<file path="src/design/ihx_pkg.sv">
// ----------------------------------------------------------------------------
// ihx_pkg: shared types and constants of the Intel HEX record encoder
// Holds the queue entry layout, record kinds, record codes, ASCII codes and
// the nibble-to-hex-character function.
// ----------------------------------------------------------------------------
`default_nettype none

package ihx_pkg;

  // Record buffer geometry.
  localparam int BUF_DEPTH = 16;
  localparam int BUF_IDX_W = 4;
  localparam int CNT_W     = 5;

  // Queue between the front and the back.
  localparam int QUEUE_DEPTH = 4;
  localparam int QUEUE_PTR_W = 2;
  localparam int QUEUE_CNT_W = 3;

  // Record type codes and fixed lengths.
  localparam logic [7:0] TYPE_DATA = 8'h00;
  localparam logic [7:0] TYPE_EOF  = 8'h01;
  localparam logic [7:0] TYPE_ELA  = 8'h04;
  localparam logic [7:0] TYPE_SLA  = 8'h05;
  localparam logic [7:0] LEN_ELA   = 8'h02;
  localparam logic [7:0] LEN_SLA   = 8'h04;

  // ASCII codes.
  localparam logic [6:0] CHAR_COLON = 7'h3A;
  localparam logic [6:0] CHAR_CR    = 7'h0D;
  localparam logic [6:0] CHAR_LF    = 7'h0A;
  localparam logic [6:0] CHAR_NONE  = 7'h00;

  // Character counts of one result.
  localparam logic [1:0] COUNT_ONE = 2'd1;
  localparam logic [1:0] COUNT_TWO = 2'd2;

  // One classified input byte.
  typedef struct packed {
    logic [7:0]       data_byte;
    logic [CNT_W-1:0] fill;      // buffer count including this byte
    logic             flush;     // this byte closes a data record
    logic             last;      // final byte of the image
  } ihx_job_t;

  // Kinds of record that the back emits.
  typedef enum logic [1:0] {
    REC_ELA   = 2'd0,
    REC_DATA  = 2'd1,
    REC_START = 2'd2,
    REC_END   = 2'd3
  } ihx_rec_t;

  // Upper-case hex character of one nibble.
  function automatic logic [6:0] hex_char(input logic [3:0] v);
    logic [6:0] w;
    w = {3'b000, v};
    if (v < 4'd10) begin
      hex_char = 7'h30 + w;
    end else begin
      hex_char = 7'h37 + w;
    end
  endfunction

endpackage

`default_nettype wire

</file>
<file path="src/design/intel_hex_record_encoder.sv">
// ----------------------------------------------------------------------------
// intel_hex_record_encoder: image bytes in, Intel HEX (I32HEX) text out
// Top level: start address register, input front, queue and record
// sequencer.
// ----------------------------------------------------------------------------
// Usage:
// Image bytes arrive one per beat on the in_ stream; in_tlast marks the
// final byte of an image. Results leave on the out_ stream, one or two ASCII
// characters per beat; out_tlast marks the last beat caused by one byte.
// The start address is written through cfg_wr_en/cfg_wr_data; the user must
// write it only while idle, as the block does not enforce this. A byte that
// does not close a record is popped by the idle sequencer and gives no beat.
// A byte that closes a record passes through the queue to the sequencer,
// which starts its records once idle and gives one beat per cycle while the
// receiver takes them: a data record of n bytes is n + 7 beats, an extended
// address record 9, the start address record 11 and the end record 7.
// The front keeps accepting bytes into a four-entry queue while records are
// being written out, so input stalls only when that queue is full.
// When the receiver stalls, the output register holds its beat and the
// sequencer waits. Reset clears the fill count, the address tracking, the
// queue and the start address; after the final byte of an image the
// address tracking returns to its reset state for the next image.
// ----------------------------------------------------------------------------
`default_nettype none

module intel_hex_record_encoder #(
  parameter int RECORD_BYTES = 16
) (
  input  wire logic        clk,
  input  wire logic        rst_n,
  input  wire logic        cfg_wr_en,
  input  wire logic [31:0] cfg_wr_data,  // image_start_address
  input  wire logic        in_tvalid,
  output logic             in_tready,
  input  wire logic [7:0]  in_tdata,     // data_byte[7:0]
  input  wire logic        in_tlast,     // is_last
  output logic             out_tvalid,
  input  wire logic        out_tready,
  output logic [15:0]      out_tdata,    // first_char[6:0], second_char[13:7],
                                         // char_count[15:14]
  output logic             out_tlast     // run_end
);

  logic [31:0]        start_addr_r;
  logic               q_full;
  logic               q_push;
  logic               q_valid;
  logic               q_pop;
  ihx_pkg::ihx_job_t  push_job;
  ihx_pkg::ihx_job_t  pop_job;

  // Start address register.
  always_ff @(posedge clk) begin
    if (!rst_n) begin
      start_addr_r <= '0;
    end else if (cfg_wr_en) begin
      start_addr_r <= cfg_wr_data;
    end
  end

  ihx_front #(
    .RECORD_BYTES (RECORD_BYTES)
  ) u_front (
    .clk       (clk),
    .rst_n     (rst_n),
    .in_tvalid (in_tvalid),
    .in_tready (in_tready),
    .in_tdata  (in_tdata),
    .in_tlast  (in_tlast),
    .q_full    (q_full),
    .q_push    (q_push),
    .q_job     (push_job)
  );

  ihx_fifo u_fifo (
    .clk       (clk),
    .rst_n     (rst_n),
    .push      (q_push),
    .push_job  (push_job),
    .full      (q_full),
    .pop       (q_pop),
    .pop_valid (q_valid),
    .pop_job   (pop_job)
  );

  ihx_back u_back (
    .clk        (clk),
    .rst_n      (rst_n),
    .start_addr (start_addr_r),
    .q_valid    (q_valid),
    .q_job      (pop_job),
    .q_pop      (q_pop),
    .out_tvalid (out_tvalid),
    .out_tready (out_tready),
    .out_tdata  (out_tdata),
    .out_tlast  (out_tlast)
  );

`ifndef SYNTHESIS
  // A beat carries one or two characters.
  a_count_legal: assert property (@(posedge clk) disable iff (!rst_n)
    out_tvalid |-> (out_tdata[15:14] == ihx_pkg::COUNT_ONE ||
                    out_tdata[15:14] == ihx_pkg::COUNT_TWO))
    else $error("char_count out of range");

  // A single-character beat is always the record mark.
  a_colon: assert property (@(posedge clk) disable iff (!rst_n)
    (out_tvalid && out_tdata[15:14] == ihx_pkg::COUNT_ONE) |->
      (out_tdata[6:0] == ihx_pkg::CHAR_COLON && out_tdata[13:7] == ihx_pkg::CHAR_NONE))
    else $error("single-character beat is not a colon");

  // The last beat of a run always closes a record with CR LF.
  a_run_end_crlf: assert property (@(posedge clk) disable iff (!rst_n)
    (out_tvalid && out_tlast) |->
      (out_tdata[6:0] == ihx_pkg::CHAR_CR && out_tdata[13:7] == ihx_pkg::CHAR_LF))
    else $error("run end not on CR LF");

  // Nothing is offered in the first cycle after reset is released.
  a_reset_quiet: assert property (@(posedge clk)
    (rst_n && $past(!rst_n)) |-> !out_tvalid)
    else $error("output valid right after reset");
`endif

endmodule

`default_nettype wire

</file>
<file path="src/design/ihx_front.sv">
// ----------------------------------------------------------------------------
// ihx_front: input side of the Intel HEX record encoder
// Accepts image bytes, keeps the record fill count and marks the bytes that
// close a data record.
// ----------------------------------------------------------------------------
`default_nettype none

module ihx_front #(
  parameter int RECORD_BYTES = 16
) (
  input  wire logic            clk,
  input  wire logic            rst_n,
  input  wire logic            in_tvalid,
  output logic                 in_tready,
  input  wire logic [7:0]      in_tdata,   // data_byte[7:0]
  input  wire logic            in_tlast,   // is_last
  input  wire logic            q_full,
  output logic                 q_push,
  output ihx_pkg::ihx_job_t    q_job
);

  localparam logic [ihx_pkg::CNT_W-1:0] LIMIT = ihx_pkg::CNT_W'(RECORD_BYTES);

  logic [ihx_pkg::CNT_W-1:0] fill_r;
  logic [ihx_pkg::CNT_W-1:0] fill_nxt;
  logic [ihx_pkg::CNT_W-1:0] count;
  logic                      flush;

  // Classify the byte: does it close a record?
  assign in_tready = !q_full;
  assign q_push    = in_tvalid && in_tready;
  assign count     = fill_r + ihx_pkg::CNT_W'(1);
  assign flush     = (count >= LIMIT) || in_tlast;

  assign q_job.data_byte = in_tdata;
  assign q_job.fill      = count;
  assign q_job.flush     = flush;
  assign q_job.last      = in_tlast;

  // Fill count restarts after each record.
  always_comb begin
    fill_nxt = fill_r;
    if (q_push) begin
      fill_nxt = flush ? '0 : count;
    end
  end

  always_ff @(posedge clk) begin
    if (!rst_n) begin
      fill_r <= '0;
    end else begin
      fill_r <= fill_nxt;
    end
  end

endmodule

`default_nettype wire

</file>
<file path="src/design/ihx_fifo.sv">
// ----------------------------------------------------------------------------
// ihx_fifo: queue of classified bytes
// A short first-in first-out queue that lets the front and the back stall
// independently.
// ----------------------------------------------------------------------------
`default_nettype none

module ihx_fifo (
  input  wire logic              clk,
  input  wire logic              rst_n,
  input  wire logic              push,
  input  wire ihx_pkg::ihx_job_t push_job,
  output logic                   full,
  input  wire logic              pop,
  output logic                   pop_valid,
  output ihx_pkg::ihx_job_t      pop_job
);

  ihx_pkg::ihx_job_t                 mem_r [ihx_pkg::QUEUE_DEPTH];
  logic [ihx_pkg::QUEUE_PTR_W-1:0]   wr_ptr_r;
  logic [ihx_pkg::QUEUE_PTR_W-1:0]   rd_ptr_r;
  logic [ihx_pkg::QUEUE_CNT_W-1:0]   count_r;
  logic [ihx_pkg::QUEUE_CNT_W-1:0]   count_nxt;

  assign full      = (count_r == ihx_pkg::QUEUE_CNT_W'(ihx_pkg::QUEUE_DEPTH));
  assign pop_valid = (count_r != '0);
  assign pop_job   = mem_r[rd_ptr_r];

  // Occupancy follows pushes and pops.
  always_comb begin
    count_nxt = count_r;
    if (push && !pop) begin
      count_nxt = count_r + ihx_pkg::QUEUE_CNT_W'(1);
    end else if (pop && !push) begin
      count_nxt = count_r - ihx_pkg::QUEUE_CNT_W'(1);
    end
  end

  always_ff @(posedge clk) begin
    if (!rst_n) begin
      wr_ptr_r <= '0;
      rd_ptr_r <= '0;
      count_r  <= '0;
    end else begin
      count_r <= count_nxt;
      if (push) begin
        wr_ptr_r <= wr_ptr_r + ihx_pkg::QUEUE_PTR_W'(1);
      end
      if (pop) begin
        rd_ptr_r <= rd_ptr_r + ihx_pkg::QUEUE_PTR_W'(1);
      end
    end
  end

  // Entry storage.
  always_ff @(posedge clk) begin
    if (push) begin
      mem_r[wr_ptr_r] <= push_job;
    end
  end

endmodule

`default_nettype wire

</file>
<file path="src/design/ihx_back.sv">
// ----------------------------------------------------------------------------
// ihx_back: record sequencer of the Intel HEX record encoder
// Collects bytes into the record buffer and, when a record closes, emits the
// extended address, data, start address and end records as ASCII results.
// ----------------------------------------------------------------------------
`default_nettype none

module ihx_back (
  input  wire logic              clk,
  input  wire logic              rst_n,
  input  wire logic [31:0]       start_addr,
  input  wire logic              q_valid,
  input  wire ihx_pkg::ihx_job_t q_job,
  output logic                   q_pop,
  output logic                   out_tvalid,
  input  wire logic              out_tready,
  output logic [15:0]            out_tdata,  // first_char[6:0], second_char[13:7],
                                             // char_count[15:14]
  output logic                   out_tlast   // run_end
);

  typedef enum logic [4:0] {
    S_IDLE  = 5'b00001,
    S_COLON = 5'b00010,
    S_BYTE  = 5'b00100,
    S_CSUM  = 5'b01000,
    S_CRLF  = 5'b10000
  } state_t;

  localparam int CW = ihx_pkg::CNT_W;

  // Sequencer state.
  state_t             state_r, state_nxt;
  ihx_pkg::ihx_rec_t  kind_r, kind_nxt;
  logic [CW-1:0]      idx_r, idx_nxt;
  logic [CW-1:0]      n_r, n_nxt;
  logic               last_r, last_nxt;
  logic [31:0]        addr_r, addr_nxt;
  logic [7:0]         csum_r, csum_nxt;

  // Image state.
  logic [31:0]        emitted_r, emitted_nxt;
  logic [15:0]        upper_r, upper_nxt;
  logic               known_r, known_nxt;

  // Output register.
  logic               out_valid_r, out_valid_nxt;
  logic [6:0]         out_first_r, out_first_nxt;
  logic [6:0]         out_second_r, out_second_nxt;
  logic [1:0]         out_cnt_r, out_cnt_nxt;
  logic               out_last_r, out_last_nxt;

  // Record buffer.
  logic [7:0]         buf_r [ihx_pkg::BUF_DEPTH];

  logic               adv;
  logic [31:0]        job_addr;
  logic               need_ela;
  logic [CW-1:0]      data_pos;
  logic [7:0]         byte_val;
  logic [CW-1:0]      last_idx;

  assign q_pop    = q_valid && (state_r == S_IDLE);
  assign adv      = !out_valid_r || out_tready;
  assign job_addr = start_addr + emitted_r;
  assign need_ela = !known_r || (job_addr[31:16] != upper_r);
  assign data_pos = idx_r - CW'(4);

  // Byte of the current record at the current position.
  always_comb begin
    byte_val = 8'h00;
    unique case (kind_r)
      ihx_pkg::REC_ELA: begin
        unique case (idx_r)
          CW'(0):  byte_val = ihx_pkg::LEN_ELA;
          CW'(3):  byte_val = ihx_pkg::TYPE_ELA;
          CW'(4):  byte_val = addr_r[31:24];
          CW'(5):  byte_val = addr_r[23:16];
          default: byte_val = 8'h00;
        endcase
      end
      ihx_pkg::REC_DATA: begin
        unique case (idx_r)
          CW'(0):  byte_val = {3'b000, n_r};
          CW'(1):  byte_val = addr_r[15:8];
          CW'(2):  byte_val = addr_r[7:0];
          CW'(3):  byte_val = ihx_pkg::TYPE_DATA;
          default: byte_val = buf_r[data_pos[ihx_pkg::BUF_IDX_W-1:0]];
        endcase
      end
      ihx_pkg::REC_START: begin
        unique case (idx_r)
          CW'(0):  byte_val = ihx_pkg::LEN_SLA;
          CW'(3):  byte_val = ihx_pkg::TYPE_SLA;
          CW'(4):  byte_val = start_addr[31:24];
          CW'(5):  byte_val = start_addr[23:16];
          CW'(6):  byte_val = start_addr[15:8];
          CW'(7):  byte_val = start_addr[7:0];
          default: byte_val = 8'h00;
        endcase
      end
      ihx_pkg::REC_END: begin
        byte_val = (idx_r == CW'(3)) ? ihx_pkg::TYPE_EOF : 8'h00;
      end
      default: byte_val = 8'h00;
    endcase
  end

  // Position of the final byte before the checksum.
  always_comb begin
    unique case (kind_r)
      ihx_pkg::REC_ELA:   last_idx = CW'(5);
      ihx_pkg::REC_DATA:  last_idx = n_r + CW'(3);
      ihx_pkg::REC_START: last_idx = CW'(7);
      ihx_pkg::REC_END:   last_idx = CW'(3);
      default:            last_idx = CW'(3);
    endcase
  end

  // Sequencer: one result per cycle while the output register has room.
  always_comb begin
    state_nxt      = state_r;
    kind_nxt       = kind_r;
    idx_nxt        = idx_r;
    n_nxt          = n_r;
    last_nxt       = last_r;
    addr_nxt       = addr_r;
    csum_nxt       = csum_r;
    emitted_nxt    = emitted_r;
    upper_nxt      = upper_r;
    known_nxt      = known_r;
    out_valid_nxt  = out_valid_r && !out_tready;
    out_first_nxt  = out_first_r;
    out_second_nxt = out_second_r;
    out_cnt_nxt    = out_cnt_r;
    out_last_nxt   = out_last_r;

    unique case (state_r)
      S_IDLE: begin
        if (q_pop && q_job.flush) begin
          n_nxt       = q_job.fill;
          last_nxt    = q_job.last;
          addr_nxt    = job_addr;
          kind_nxt    = need_ela ? ihx_pkg::REC_ELA : ihx_pkg::REC_DATA;
          state_nxt   = S_COLON;
          upper_nxt   = job_addr[31:16];
          known_nxt   = 1'b1;
          emitted_nxt = emitted_r + {27'd0, q_job.fill};
          // The image ends here: the next one starts from reset state.
          if (q_job.last) begin
            upper_nxt   = '0;
            known_nxt   = 1'b0;
            emitted_nxt = '0;
          end
        end
      end
      S_COLON: begin
        if (adv) begin
          out_valid_nxt  = 1'b1;
          out_first_nxt  = ihx_pkg::CHAR_COLON;
          out_second_nxt = ihx_pkg::CHAR_NONE;
          out_cnt_nxt    = ihx_pkg::COUNT_ONE;
          out_last_nxt   = 1'b0;
          csum_nxt       = 8'h00;
          idx_nxt        = '0;
          state_nxt      = S_BYTE;
        end
      end
      S_BYTE: begin
        if (adv) begin
          out_valid_nxt  = 1'b1;
          out_first_nxt  = ihx_pkg::hex_char(byte_val[7:4]);
          out_second_nxt = ihx_pkg::hex_char(byte_val[3:0]);
          out_cnt_nxt    = ihx_pkg::COUNT_TWO;
          out_last_nxt   = 1'b0;
          csum_nxt       = csum_r - byte_val;
          idx_nxt        = idx_r + CW'(1);
          if (idx_r == last_idx) begin
            state_nxt = S_CSUM;
          end
        end
      end
      S_CSUM: begin
        if (adv) begin
          out_valid_nxt  = 1'b1;
          out_first_nxt  = ihx_pkg::hex_char(csum_r[7:4]);
          out_second_nxt = ihx_pkg::hex_char(csum_r[3:0]);
          out_cnt_nxt    = ihx_pkg::COUNT_TWO;
          out_last_nxt   = 1'b0;
          state_nxt      = S_CRLF;
        end
      end
      S_CRLF: begin
        if (adv) begin
          out_valid_nxt  = 1'b1;
          out_first_nxt  = ihx_pkg::CHAR_CR;
          out_second_nxt = ihx_pkg::CHAR_LF;
          out_cnt_nxt    = ihx_pkg::COUNT_TWO;
          out_last_nxt   = 1'b0;
          state_nxt      = S_COLON;
          // Pick the next record, or finish the run.
          unique case (kind_r)
            ihx_pkg::REC_ELA: begin
              kind_nxt = ihx_pkg::REC_DATA;
            end
            ihx_pkg::REC_DATA: begin
              if (last_r) begin
                kind_nxt = ihx_pkg::REC_START;
              end else begin
                state_nxt    = S_IDLE;
                out_last_nxt = 1'b1;
              end
            end
            ihx_pkg::REC_START: begin
              kind_nxt = ihx_pkg::REC_END;
            end
            ihx_pkg::REC_END: begin
              state_nxt    = S_IDLE;
              out_last_nxt = 1'b1;
            end
            default: begin
              state_nxt = S_IDLE;
            end
          endcase
        end
      end
      default: begin
        state_nxt = S_IDLE;
      end
    endcase
  end

  // Control and image state.
  always_ff @(posedge clk) begin
    if (!rst_n) begin
      state_r     <= S_IDLE;
      emitted_r   <= '0;
      upper_r     <= '0;
      known_r     <= 1'b0;
      out_valid_r <= 1'b0;
    end else begin
      state_r     <= state_nxt;
      emitted_r   <= emitted_nxt;
      upper_r     <= upper_nxt;
      known_r     <= known_nxt;
      out_valid_r <= out_valid_nxt;
    end
  end

  // Payload registers.
  always_ff @(posedge clk) begin
    kind_r       <= kind_nxt;
    idx_r        <= idx_nxt;
    n_r          <= n_nxt;
    last_r       <= last_nxt;
    addr_r       <= addr_nxt;
    csum_r       <= csum_nxt;
    out_first_r  <= out_first_nxt;
    out_second_r <= out_second_nxt;
    out_cnt_r    <= out_cnt_nxt;
    out_last_r   <= out_last_nxt;
  end

  // Record buffer write: each byte lands at its place in the record.
  always_ff @(posedge clk) begin
    if (q_pop) begin
      buf_r[q_job.fill[ihx_pkg::BUF_IDX_W-1:0] - ihx_pkg::BUF_IDX_W'(1)] <= q_job.data_byte;
    end
  end

  assign out_tvalid = out_valid_r;
  assign out_tdata  = {out_cnt_r, out_second_r, out_first_r};
  assign out_tlast  = out_last_r;

endmodule

`default_nettype wire

</file>
<file path="config.mk">
export PLATFORM = sky130hd
export DESIGN_NAME = intel_hex_record_encoder
export DESIGN_NICKNAME = d
export VERILOG_FILES = /design/src/design/ihx_pkg.sv /design/src/design/intel_hex_record_encoder.sv /design/src/design/ihx_front.sv /design/src/design/ihx_fifo.sv /design/src/design/ihx_back.sv
export SDC_FILE = /design/constraint.sdc
export NUM_CORES = 1
export LEC_CHECK = 0
export ABC_AREA = 1
export BUFFER_PORTS_ARGS = -buffer_cell sky130_fd_sc_hd__buf_4
export CAP_MARGIN = 20
export CORE_ASPECT_RATIO = 1.25
export CORE_MARGIN = 1.5
export CORE_UTILIZATION = 35
export DETAILED_ROUTE_END_ITERATION = 10
export GPL_TIMING_DRIVEN = 0
export PLACE_DENSITY = 0.49
export SLEW_MARGIN = 10
export SYNTH_ARGS = -nofsm -noshare
export SYNTH_HDL_FRONTEND = slang
export SYNTH_HIERARCHICAL = 1
export SYNTH_SLANG_ARGS = --single-unit
</file>
<file path="constraint.sdc">
create_clock -name clk -period 4.9 [get_ports clk]
set_clock_uncertainty 0.15 [all_clocks]
set_input_delay 0.49 -clock clk [delete_from_list [all_inputs] [get_ports clk]]
set_output_delay 0.49 -clock clk [all_outputs]
set_load 0.02 [all_outputs]
</file>
### Word-level counts from Yosys, hierarchy flattened

Memory sizes are Yosys's and may differ from the RTL's. A register that Yosys moved wholly into a read port is not among the register bits.
Index checks and enable logic that the tools add are counted.

* order comparisons: 5
* reductions and logical operators: 34
* add/subtract/negate cells: 20
* equality and inequality tests: 28
* mux-type cells: 63

Operators by type and width (number)
* case mux 8 bit (4 select lines): 3
* 2-to-1 mux 7 bit: 12
* adder 6 x 4 -> 7 bit, first input constant: 8
* case mux 7 bit (4 select lines): 2
* case mux 8 bit (6 select lines): 1
* 2-to-1 mux 5 bit: 9
* adder 32 bit: 1
* adder 32 x 5 -> 32 bit: 1
* 2-to-1 mux 32 bit: 1
* == test 5 x 3 -> 1 bit, second input constant: 5
* case mux 5 bit (5 select lines): 1
* case mux 5 bit (2 select lines): 2
* case mux 5 bit (4 select lines): 1
* < comparator 4 bit, second input constant: 4
* 2-to-1 mux 16 bit: 1
* 2-to-1 mux 2 bit: 8
* 2-to-1 mux 8 bit: 2
* inequality test 16 bit: 1
* case mux 8 bit (2 select lines): 1
* == test 5 x 2 -> 1 bit, second input constant: 3
* inequality test 2 x 1 -> 1 bit, second input constant: 7
* 2-to-1 mux 1 bit: 12
* adder 5 x 1 -> 5 bit, second input constant: 2
* == test 5 x 1 -> 1 bit, second input constant: 2
* other kinds (35): 60

* memory bits (writable): 188
* register bits after elaboration: 169
* memories kept: 2
* bits of input ports: 46
* logic and storage cells: 172

Memory list
* u_back.buf_r: depth 16, bits a word 8, read ports 1, clocked after Yosys merged registers in 0, write ports 1, line ihx_back.sv:54 `logic [7:0] buf_r [ihx_pkg::BUF_DEPTH];`
* u_fifo.mem_r: depth 4, bits a word 15, read ports 1, clocked after Yosys merged registers in 1, write ports 1, line ihx_fifo.sv:19 `ihx_pkg::ihx_job_t mem_r [ihx_pkg::QUEUE_DEPTH];`

### Longest topological paths before layout

Gate-level depths: netlist of the first run.
An unclocked memory read counts as a cell.

* depth in word-level cells: 8
* depth in mapped cells: 26

### Cells and area by module

Netlist of the first run, hierarchy kept.

Modules (own cells, without submodules)
* ihx_back: cells each 1909, seq. area each 7046.8 um2, area each 15143.3 um2, times used 1
* ihx_fifo: cells each 204, seq. area each 1981.9 um2, area each 2791.4 um2, times used 1
* intel_hex_record_encoder: cells each 202, seq. area each 640.6 um2, area each 1335.0 um2, times used 1
* ihx_front: cells each 49, seq. area each 100.1 um2, area each 345.3 um2, times used 1

### Worst setup path after synthesis of the first run

Ideal clock, no wire load.

* path type: register to register
* from: register u_back.idx_r[2]
* to: register u_back.csum_r[6], data pin
* stages on the path, launching flop included: 26
* setup time: 0.259 ns
* clock period less this slack: 3.543 ns
* data required time: 4.491 ns
* arrival: 3.135 ns
* buffers on the path: 3
* setup slack: 1.357 ns
* cells stage by stage: edfxtp_1 buf_4 inv_2 buf_4 buf_4 ha_1 nand2_8 nor2_4 clkinv_4 o21ai_0 a21oi_1 a21oi_1 nand2_1 nand2_1 nand2_2 ha_1 a21oi_1 inv_1 a31oi_1 inv_1 nand2_1 inv_1 o21ai_0 nand2_1 o21ai_0 a21oi_1

* cells in the longest elaborated chain, start to end: 7
* elaborated cells on any way between the ends: 18
* classes of those cells: add/sub (2); eq/ne (7); mux (7); reduce/logical (1); memory (1)

Ends and longest elaborated chain
* start: declaration: line ihx_back.sv:35 `logic [CW-1:0] idx_r, idx_nxt;`
* start signal: assignment: line ihx_back.sv:253 `idx_r <= idx_nxt;`
* subtractor 4 x 3 -> 4 bit: line ihx_back.sv:67 `assign data_pos = idx_r - CW'(4);`
* memory (16 x 8 bit)
* case mux 8 bit (4 select lines): line ihx_back.sv:83 `unique case (idx_r)`
* case mux 8 bit (4 select lines) *: line ihx_back.sv:72 `unique case (kind_r)`
* subtractor 8 bit *: line ihx_back.sv:176 `csum_nxt = csum_r - byte_val;`
* 2-to-1 mux 8 bit *: line ihx_back.sv:170 `if (adv) begin`
* case mux 8 bit (2 select lines) *: line ihx_back.sv:138 `unique case (state_r)`
* end signal: assignment: line ihx_back.sv:257 `csum_r <= csum_nxt;`
* end: declaration: line ihx_back.sv:39 `logic [7:0] csum_r, csum_nxt;`

Every way passes the cells marked *; elsewhere a longest branch is shown, timed or not. The select of a mux whose other input is x is not followed.
A chain may end at the register's enable or synchronous reset.

### Worst setup path in the final report of the first run

* from: register u_back.idx_r[2]
* to: register u_back.csum_r[7], data pin

The elaborated chain is that of the path after synthesis.

==> key figures, run 1 <==
Global routing
  • Met3 Use GR: 0.0260
  • Vias in the first global route: 15400
  • Initial antenna violation count: 0
  • Grt met1 use: 0.254
  • Tot GR Track Use: 0.202
  • Total congestion overflow: 0
  • First-pass GRT wire length: around 89 mm
  • Pin count of the biggest net entering global routing: 48
  • GRT Max-Usage Layer: met2
  • Global Route met2 Usage: 0.359

Synthesis
  • Area leader, netlist: edfxtp_1
  • Synth top area share: 0.395
  • Mapped Area: between 15000 and 20000 µm²
  • Simple logic cell fraction of the synthesized area: 0.275
  • Synth Instances: 2364
  • Dominant synthesized flop cell: edfxtp_1
  • Synth async-reset ratio: 0
  • Cell variety after synth: 62
  • Syn. warnings: 6
  • Post-Synth XOR/XNOR Area: 0.0119
  • Syn_area_per_cell: 8.30 µm²
  • Synthesized flop and latch total: 359
  • Syn nets: 2478
  • Post-synthesis compound-gate area fraction: 0.0843
  • Post-synthesis adder-cell area fraction: 0.0449
  • Post-synth EDFFs: 258
  • Largest family of logic cells by synthesized area: simple AND/OR/NAND/NOR gates
  • Register area share after synthesis: 0.498
  • Post-synthesis mux area share: 0
  • Area contributors post-synth: edfxtp_1, nand2_1, dfxtp_1

Die
  • Initial Utilization: 0.356
  • Cell row count: 96
  • I/O pins: 65
  • Core area: around 55000 µm²
  • Die width: 215 µm
  • Die ar.: 57500 µm²
  • Die height: 268 µm

Setup path
  • Beginning of the worst register-to-register path: u_back/idx_r[2]$_SDFFCE_PN0P_
  • Worst EP required: 5.08 ns
  • Crit start category: register
  • Nature of the critical path endpoint: register
  • Critical path class: register to register
  • Critical path peak fanout: 10
  • Data arrival, critical path: 4.72 ns
  • Critical Path End: u_back/csum_r[7]$_SDFFCE_PN0P_
  • Crit path from: u_back/idx_r[2]$_SDFFCE_PN0P_
  • RR Endpoint: u_back/csum_r[7]$_SDFFCE_PN0P_
  • R2R Setup Slk: 0.36 ns
  • R2R cell count: 19

Layout
  • Share of layout cells above drive strength 1: 0.111
  • Filler cells: 5659
  • Design area: 22400 µm²
  • Synthesis-to-finish area growth: 14.3%
  • Final layout net count: 2588

Status
  • Status: completed

Placement
  • Placed Instance Area: 21000 µm²
  • Place WS: 0.0425 ns
  • Hpwl dp: roughly 44 mm
  • PortBufs: 55
  • RePlAce Congestion: roughly 0.95

CTS
  • Clock transition at the registers of the reported paths: about 0.060 ns
  • Clk buf depth: 3
  • CTS Root Cell: clkbuf_16
  • CTS tree: yes
  • Clock sinks: 359
  • Post-CTS setup buffers: 0
  • CTS buffer count: 40
  • Clk_lat worst skew: 0.59 ns
  • H-tree levels: 2

Routing
  • 1st-iter DRT viols: 868
  • Vias: 15700
  • Routed Antenna Nets: 0
  • Drc violations: 0
  • Total Wirelength: approximately 58 mm
  • DR vias/cell: 4.85
  • Drt first pass iters: 5
  • Drt wl/cell: between 15 and 20 µm

STA
  • # setup viols final: 0
  • Final min period: 4.54 ns
  • Tcrit/Tclk final: 0.927
  • Slack of the critical path: 0.360 ns
  • Count of final hold-check violations: 0
  • Slew Limit Fails: 0
  • Worst Tran Pin Value: 1.08 ns
  • Unrepaired setup endpoints after global routing: no
  • Peak Freq: 0.220 GHz
  • Final TNS setup: 0 ns
  • Worst relative slew slack: 0.274

Power and ir drop
  • P_leak: around 9.6 nW
  • Pwr dens: 460 nW/µm²
  • Worst vdd ir: roughly 260 µV

Flow run
  • Max-cap violation count: 0

Min path
  • Hold Path Class: input port to register
cells in the mapped netlist, types with 4 or more instances:
cell       number
buf_2          18
nor2_1        260
o21ai_1        25
a211oi_1        6
o211ai_1        7
nor2_2          7
nand2_2        13
nor2_4          5
inv_2          16
nor4_1          7
o2111ai_1       6
xor2_1         23
a31oi_1         7
o22ai_1         7
a21oi_2         4
nand2_1       694
a221oi_1        5
clkbuf_1       14
or2_2           9
dfxtp_1       101
o21ai_0        58
a21oi_1       106
fa_1            4
inv_1         281
nand2_4         6
edfxtp_1      258
nand3_1       175
o22ai_2        10
ha_1           64
buf_4          25
nand4_1        38
nor3_1         22
o21ai_2        12
buf_6          17
nand3b_1       11
registers in the layout (all words and copies together), names as in the netlist, 8 cells and up, named ones only:
name,count
u_back/addr_r,32
u_back/upper_r,16
start_addr_r,32
u_back/buf_r,128
u_fifo/mem_r,60
u_back/csum_r,8
u_back/emitted_r,32
per-layer routing:
layer  up-vias  routed length [µm]  part of all wire
met5         -                   0                 0
met4         0                1570             0.027
met3        79                2230             0.039
met2       308               28600              0.50
met1      7333               25200              0.44
li1       8014                   -                 -
metrics by stage:
step | util | cells | power, mW | hold WS [ns]
global placement | 0.380 | 3154 | 7.26 | 0.276
floorplan | - | 2364 | 6.25 | 0.262
finish | 0.407 | 3242 | 10.3 | 0.0570
detailed placement | 0.381 | 3158 | 7.35 | 0.289
CTS | 0.406 | 3240 | 10.4 | 0.0211
global route | 0.406 | 3241 | 10.9 | 0.0555
where the power goes:
group          leakage, nW  switching (mW)  internal, mW
registers             3.17           0.205          3.93
clock network        0.644            1.30          1.72
logic                 5.75            2.25         0.917
worst max-delay path, cell delays in order, from the launching register on:
cell and delay, ns:
edfxtp_1 0.37, buf_4 0.22, inv_2 0.07, buf_4 0.18
buf_4 0.19, ha_1 0.62, inv_1 0.37, o2111ai_1 0.21
nand2_1 0.10, nand2_1 0.09, nand2_1 0.11, a21oi_1 0.29
inv_1 0.15, ha_1 0.34, a21oi_1 0.28, o21ai_0 0.14
a21oi_1 0.19, nand3_1 0.10, nand2_1 0.06, nor2_1 0.04
how the worst min path moves through the flow:
stage	from	to	slack (ns)	cells past startpoint
finish	cfg_wr_data[4]	start_addr_r[4]$_SDFFE_PN0P_	0.06	5
global route	in_tlast	u_fifo/mem_r[3][0]$_DFFE_PP_	0.06	2
CTS	cfg_wr_data[4]	start_addr_r[4]$_SDFFE_PN0P_	0.02	5
detailed placement	u_fifo/rd_ptr_r[1]$_SDFFE_PN0P_	register	0.29	1
global placement	u_fifo/rd_ptr_r[1]$_SDFFE_PN0P_	register	0.28	1
floorplan	u_fifo/rd_ptr_r[1]$_SDFFE_PN0P_	register	0.26	1
cells in the final DEF, fill, tap and decap left out, types with 10 or more instances in the layout:
master       n
o21ai_2     12
o21ai_1     25
nand3b_1    11
inv_2       16
ha_1        64
buf_4       85
o22ai_2     10
buf_6       17
dfxtp_1    101
buf_2       18
nand2_1    694
inv_1      281
edfxtp_1   258
a21oi_1    105
nor2_1     260
clkbuf_16   41
clkbuf_1    20
nand4_1     38
xor2_1      23
nor3_1      22
nand2_2     13
nand3_1    175
o21ai_0     58
cell type report:
class / count / area, µm² / share of cell area
Sequential cell: 359 / 9770 / 0.436
Multi-Input combinational cell: 1627 / 8170 / 0.365
Inverter: 304 / 1160 / 0.0516
Clock buffer: 52 / 1110 / 0.0494
Tap cell: 735 / 920 / 0.0410
Timing Repair Buffer: 69 / 551 / 0.0246
Buffer: 73 / 518 / 0.0231
Clock inverter: 22 / 218 / 0.00971
Antenna cell: 1 / 2.50 / 0.000112
repair_timing:
item / in CTS / in global routing
hold endpoints to repair: 32 / 0
hold buffers: 8 / 0
setup endpoints to repair: 0 / 2
gates resized for setup: 0 / 0
cell families after synthesis:
family,count (synthesis)
XOR/XNOR,25
AND/OR/NAND/NOR,1262
flip-flops,359
AO/OA/AOI/OAI,272
adder cells (fa/ha/maj),68
buffers and inverters,378
Note: power is estimated with default switching activity, not from simulation.
==> run 2: changes to the inputs <==
--- a/config.mk
+++ b/config.mk
@@ -14,6 +14,7 @@
 export DETAILED_ROUTE_END_ITERATION = 10
 export GPL_TIMING_DRIVEN = 0
 export PLACE_DENSITY = 0.49
+export RECOVER_POWER = 100
 export SLEW_MARGIN = 10
 export SYNTH_ARGS = -nofsm -noshare
 export SYNTH_HDL_FRONTEND = slang
==> key figures, run 2 (same netlist as run 1, synthesis figures left out) <==
CTS
  • Clk_lat worst skew: 0.59 ns
  • Clock sinks: between 300 and 400
  • CTS tree: yes
  • CTS Root Cell: clkbuf_16
  • H-tree levels: 2
  • Clock transition at the registers of the reported paths: 0.06 ns
  • CTS buffer count: 40
  • Clk buf depth: 3

Placement
  • Place WS: 0.0425 ns
  • PortBufs: between 50 and 60
  • RePlAce Congestion: around 0.95
  • Placed Instance Area: 21000 µm²
  • Hpwl dp: 43.8 mm

Routing
  • Drc violations: 0
  • Vias: 15800
  • Drt first pass iters: 6
  • Drt wl/cell: around 18 µm
  • DR vias/cell: roughly 4.9
  • Total Wirelength: 57.6 mm
  • Routed Antenna Nets: 0
  • 1st-iter DRT viols: between 900 and 1000

Power and ir drop
  • Pwr dens: between 400 and 500 nW/µm²
  • Clock share of power: 0.297
  • Sw Share: 0.363
  • Internal power: ~6.5 mW
  • Reg power frac: 0.407
  • Logic gate share of total power: 0.296
  • P_leak: 9.36 nW
  • Psw: 3.69 mW
  • Worst vdd ir: 257 µV

Setup path
  • Critical path peak fanout: 10
  • Crit path from: u_back/idx_r[2]$_SDFFCE_PN0P_
  • Worst path slowest cell: ha_1
  • Data arrival, critical path: 4.69 ns
  • CP peak stage delay: 0.61 ns
  • CP delay by family, top: buffers and inverters
  • R2R cell count: 19
  • Critical path class: register to register
  • Crit-path cells: buf_4 -> inv_2 -> buf_4 -> buf_4 -> ha_1 -> inv_1 -> o2111ai_1 -> nand2_1 -> nand2_1 -> nand2_1 -> a21oi_1 -> inv_1 -> ha_1 -> a21oi_1 -> o21ai_0 -> a21oi_1 -> nand3_1 -> nand2_1 -> nor2_1
  • Crit start category: register
  • Worst EP required: 5.08 ns
  • R2R Setup Slk: 0.38 ns
  • RR Endpoint: u_back/csum_r[7]$_SDFFCE_PN0P_
  • CP most frequent cell: nand2_1
  • Nature of the critical path endpoint: register
  • Beginning of the worst register-to-register path: u_back/idx_r[2]$_SDFFCE_PN0P_
  • Critical Path End: u_back/csum_r[7]$_SDFFCE_PN0P_
  • WP buf/inv: 6
  • CP Depth: 19

Die
  • I/O pins: 65
  • Cell row count: 96
  • Core area: roughly 55000 µm²
  • Die width: approximately 210 µm
  • Initial Utilization: 0.356
  • Die ar.: 57500 µm²
  • Die height: between 200 and 300 µm

STA
  • # setup viols final: 0
  • Peak Freq: 0.221 GHz
  • Slack of the critical path: around 0.38 ns
  • Final min period: 4.52 ns
  • Slew Limit Fails: 25
  • Tcrit/Tclk final: 0.922
  • Unrepaired setup endpoints after global routing: no
  • Worst Tran Pin Value: 1.64 ns
  • Worst relative slew slack: -0.0946
  • Count of final hold-check violations: 0
  • Final TNS setup: 0 ns

Layout
  • Design area: 22100 µm²
  • Max FFs per register: 128
  • Final layout net count: 2588
  • Synthesis-to-finish area growth: 12.6%
  • Share of layout cells above drive strength 1: 0.0762
  • Commonest cells after routing, fill and taps aside: nand2_1, inv_1, nor2_1
  • Most common library cell in the layout ignoring fill and taps: nand2_1

Global routing
  • Vias in the first global route: 15400
  • Pin count of the biggest net entering global routing: 48
  • First-pass GRT wire length: 88.9 mm
  • Initial antenna violation count: 0
  • Total congestion overflow: 0
  • Tot GR Track Use: 0.202

Flow run
  • Max-cap violation count: 1

Min path
  • Hold path cells: 5
  • Hold Path Class: input port to register

Status
  • Failing checks: capacitance limit, slew limit
  • Status: complete, but fails checks
[run 2: worst min path at each step]
stage,startpoint,to
5_1_grt,cfg_wr_data[2],start_addr_r[2]$_SDFFE_PN0P_
3_5_place_dp,u_fifo/rd_ptr_r[1]$_SDFFE_PN0P_,register
2_1_floorplan,u_fifo/rd_ptr_r[1]$_SDFFE_PN0P_,register
6_report,cfg_wr_data[4],start_addr_r[4]$_SDFFE_PN0P_
3_3_place_gp,u_fifo/rd_ptr_r[1]$_SDFFE_PN0P_,register
4_1_cts,cfg_wr_data[4],start_addr_r[4]$_SDFFE_PN0P_
[run 2: what timing repair did]
item	CTS	global route
resized for setup	0	0
endpoints found under the hold margin	32	0
setup endpoints to repair	0	2
setup buffers	0	0
hold buffers	8	0
[run 2: routing by layer]
layer / wire length [µm] / share of wire / track usage / vias up
li1: - / - / - / 8029
met1: 25100 / 0.44 / 0.254 / 7404
met2: 28500 / 0.49 / 0.359 / 320
met3: 2350 / 0.041 / 0.0260 / 89
met4: 1650 / 0.029 / 0.0626 / 0
met5: 0 / 0 / 0 / -
[run 2: power groups by stage]
stage | logic (mW) | registers [mW] | clock network (mW)
2_1_floorplan | 2.11 | 4.14 | 0
3_3_place_gp | 3.06 | 4.20 | 0
3_5_place_dp | 3.15 | 4.21 | 0
4_1_cts | 3.16 | 4.14 | 3.11
5_1_grt | 3.37 | 4.18 | 3.22
6_report | 3.00 | 4.14 | 3.02
[run 2: layout make-up]
type	count	area (µm²)
antenna	1	2.50
fill	5732	33000
tap	735	920
sequential	359	9770
inverter	304	1160
clock buffer	52	1110
buffer	73	448
multi-input combinational	1627	8030
clock inverter	22	218
timing repair buffer	69	442
[run 2: worst reg2reg max path: cells and delay by family (launching register included)]
| family | cells | cell delay, ns |
|---|---|---|
| flip-flops | 1 | 0.37 |
| buffers and inverters | 6 | 1.18 |
| AO/OA/AOI/OAI | 5 | 1.11 |
| AND/OR/NAND/NOR | 6 | 0.50 |
| adder cells (fa/ha/maj) | 2 | 0.96 |
[run 2: per-stage QoR]
| step | power [mW] | hold WS [ns] | std cells | util |
|---|---|---|---|---|
| floorplan | 6.25 | 0.262 | 2364 | - |
| CTS | 10.4 | 0.0211 | 3240 | 0.406 |
| detailed placement | 7.35 | 0.289 | 3158 | 0.381 |
| global placement | 7.26 | 0.276 | 3154 | 0.380 |
| finish | 10.2 | 0.0576 | 3242 | 0.401 |
| global route | 10.8 | 0.0625 | 3241 | 0.401 |
==> run 3: changes to the inputs <==
--- a/config.mk
+++ b/config.mk
@@ -13,7 +13,7 @@
 export CORE_UTILIZATION = 35
 export DETAILED_ROUTE_END_ITERATION = 10
 export GPL_TIMING_DRIVEN = 0
-export PLACE_DENSITY = 0.49
+export PLACE_DENSITY = 0.51
 export RECOVER_POWER = 100
 export SLEW_MARGIN = 10
 export SYNTH_ARGS = -nofsm -noshare
==> constraint.sdc (replaced) <==
create_clock -name clk -period 3.78 [get_ports clk]
set_clock_uncertainty 0.15 [all_clocks]
set_input_delay 0.378 -clock clk [delete_from_list [all_inputs] [get_ports clk]]
set_output_delay 0.378 -clock clk [all_outputs]
set_load 0.02 [all_outputs]
==> key figures, run 3 (same netlist as run 1, synthesis figures left out) <==
Status
  • Status: completed

Routing
  • Total Wirelength: ~59 mm
  • Drc violations: 0
  • DR vias/cell: 4.92
  • Routed Antenna Nets: 0
  • Vias: 16300
  • Drt first pass iters: 5
  • Drt wl/cell: 17.7 µm
  • 1st-iter DRT viols: 1018

STA
  • Peak Freq: 0.276 GHz
  • Worst Tran Pin Value: 1.44 ns
  • Final min period: 3.63 ns
  • Tcrit/Tclk final: 0.959
  • # setup viols final: 0
  • Worst relative slew slack: 0.0427
  • Slew Limit Fails: 0
  • Worst Hold Slack: 0.0692 ns
  • Count of final hold-check violations: 0

Power and ir drop
  • Reg power frac: 0.405
  • Worst vdd ir: around 290 µV
  • Clock share of power: 0.279
  • Pwr dens: 578 nW/µm²
  • Internal power: 8.37 mW
  • Sw Share: 0.368
  • Psw: 4.87 mW
  • Logic gate share of total power: 0.316
  • Total Power: 13.2 mW
  • P_leak: 9.70 nW

Min path
  • Hold Crit Endpoint: u_back/state_r[3]$_SDFFE_PN0P_
  • Hold path cells: 4
  • Worst hold start: out_tready
  • Hold Path Class: input port to register

Placement
  • Hpwl dp: 43.7 mm
  • PortBufs: 55
  • Placed cell count: 3157
  • RePlAce Congestion: 0.952
  • Placed Instance Area: between 20000 and 25000 µm²

Global routing
  • Tot GR Track Use: 0.203
  • Vias in the first global route: 15600
  • Total congestion overflow: 0
  • First-pass GRT wire length: roughly 89 mm
  • Pin count of the biggest net entering global routing: 48
  • Initial antenna violation count: 1

Setup path
  • Critical path class: register to register
  • Data arrival, critical path: 3.80 ns
  • Crit start category: register
  • Nature of the critical path endpoint: register
  • Worst EP required: 3.95 ns
  • Beginning of the worst register-to-register path: u_back/idx_r[2]$_SDFFCE_PN0P_
  • R2R cell count: 20
  • RR Endpoint: u_back/csum_r[7]$_SDFFCE_PN0P_
  • R2R Setup Slk: approximately 0.15 ns
  • Critical path peak fanout: 10

Layout
  • Commonest cells after routing, fill and taps aside: nand2_1, inv_1, nor2_1
  • Final core utilization: 0.416
  • Max FFs per register: 128
  • Design area: 22900 µm²
  • Share of layout cells above drive strength 1: 0.105
  • Synthesis-to-finish area growth: 16.9%
  • # diodes: 0
  • Final layout net count: 2652
  • Finished Layout Cells: 3303
  • Filler cells: 5584
  • Most common library cell in the layout ignoring fill and taps: nand2_1

Die
  • Cell row count: 96
  • I/O pins: 65
  • Die width: 215 µm
  • Die ar.: 57500 µm²
  • Die height: 268 µm
  • Core area: 55100 µm²
  • Initial Utilization: 0.356

CTS
  • CTS Root Cell: clkbuf_16
  • H-tree levels: 2
  • CTS buffer count: 39
  • CTS tree: yes
  • Clk buf depth: 3
  • Clock transition at the registers of the reported paths: ~0.06 ns
  • Clk_lat worst skew: between 0.5 and 0.6 ns
  • Clock sinks: about 360

Flow run
  • Max-cap violation count: 0
## run 3: layout make-up
type,count,area [µm²],share of cell area
flip-flops and latches,359,9770,0.426
multi-input cells,1627,8240,0.359
inverters,304,1170,0.0510
repair buffers,135,1080,0.0473
clock buffers,45,1040,0.0453
well taps,735,920,0.0401
plain buffers,72,527,0.0230
clock inverters,26,176,0.00770
## run 3: worst max-delay path by stage
| stage | slack [ns] | start | endpoint |
|---|---|---|---|
| finish | 0.15 | u_back/idx_r[2]$_SDFFCE_PN0P_ | u_back/csum_r[7]$_SDFFCE_PN0P_ |
| global route | -0.03 | u_back/idx_r[2]$_SDFFCE_PN0P_ | u_back/csum_r[6]$_SDFFCE_PN0P_ |
| CTS | 0.007 | u_back/idx_r[2]$_SDFFCE_PN0P_ | u_back/csum_r[6]$_SDFFCE_PN0P_ |
| detailed placement | -1.00 | u_back/idx_r[2]$_SDFFCE_PN0P_ | u_back/csum_r[7]$_SDFFCE_PN0P_ |
| global placement | -0.95 | u_back/idx_r[2]$_SDFFCE_PN0P_ | u_back/csum_r[7]$_SDFFCE_PN0P_ |
| floorplan | 0.24 | u_back/idx_r[2]$_SDFFCE_PN0P_ | u_back/csum_r[6]$_SDFFCE_PN0P_ |
## run 3: power by group through the flow
stage | Combinational (mW) | Clock, mW | Sequential (mW)
2_1_floorplan | 2.73 | 0 | 5.36
3_3_place_gp | 3.96 | 0 | 5.45
3_5_place_dp | 4.05 | 0 | 5.46
4_1_cts | 4.19 | 3.81 | 5.37
5_1_grt | 4.64 | 3.92 | 5.42
6_report | 4.18 | 3.70 | 5.37
## run 3: per-stage QoR
| stage | setup WS (ns) | setup TNS, ns |
|---|---|---|
| after floorplan | 0.237 | 0 |
| after global placement | -0.949 | -6.31 |
| after detailed placement | -1.00 | -6.91 |
| after CTS | 0.00705 | 0 |
| after global routing | -0.0288 | -0.0288 |
| final | 0.154 | 0 |
## run 3: what timing repair did
item                                   CTS  global route
setup endpoints to repair               19             7
setup buffers                           15            14
endpoints found under the hold margin   69             0
gates resized for setup                 25            39
gates cloned                             0             1
pin swaps                                6            21
hold buffers                            46             0
## run 3: worst max-delay path, cell delays in order (launching register included)
cell	delay (ns)
edfxtp_1	0.41
buf_6	0.17
inv_6	0.08
buf_8	0.13
buf_12	0.14
ha_4	0.17
nand2_8	0.08
nor2_4	0.20
buf_4	0.15
nand2_1	0.05
a41oi_1	0.21
nand2_1	0.17
a21oi_2	0.26
inv_2	0.10
ha_4	0.23
a21oi_2	0.18
o21ai_0	0.10
a21oi_1	0.20
nand3_1	0.10
nand2_1	0.07
nor2_1	0.04
## run 3: per-layer routing
metal	routed length, µm	GRT usage
met1	25000	0.248
met3	2050	0.0244
met2	29600	0.368
met4	1820	0.0689
met5	18	0
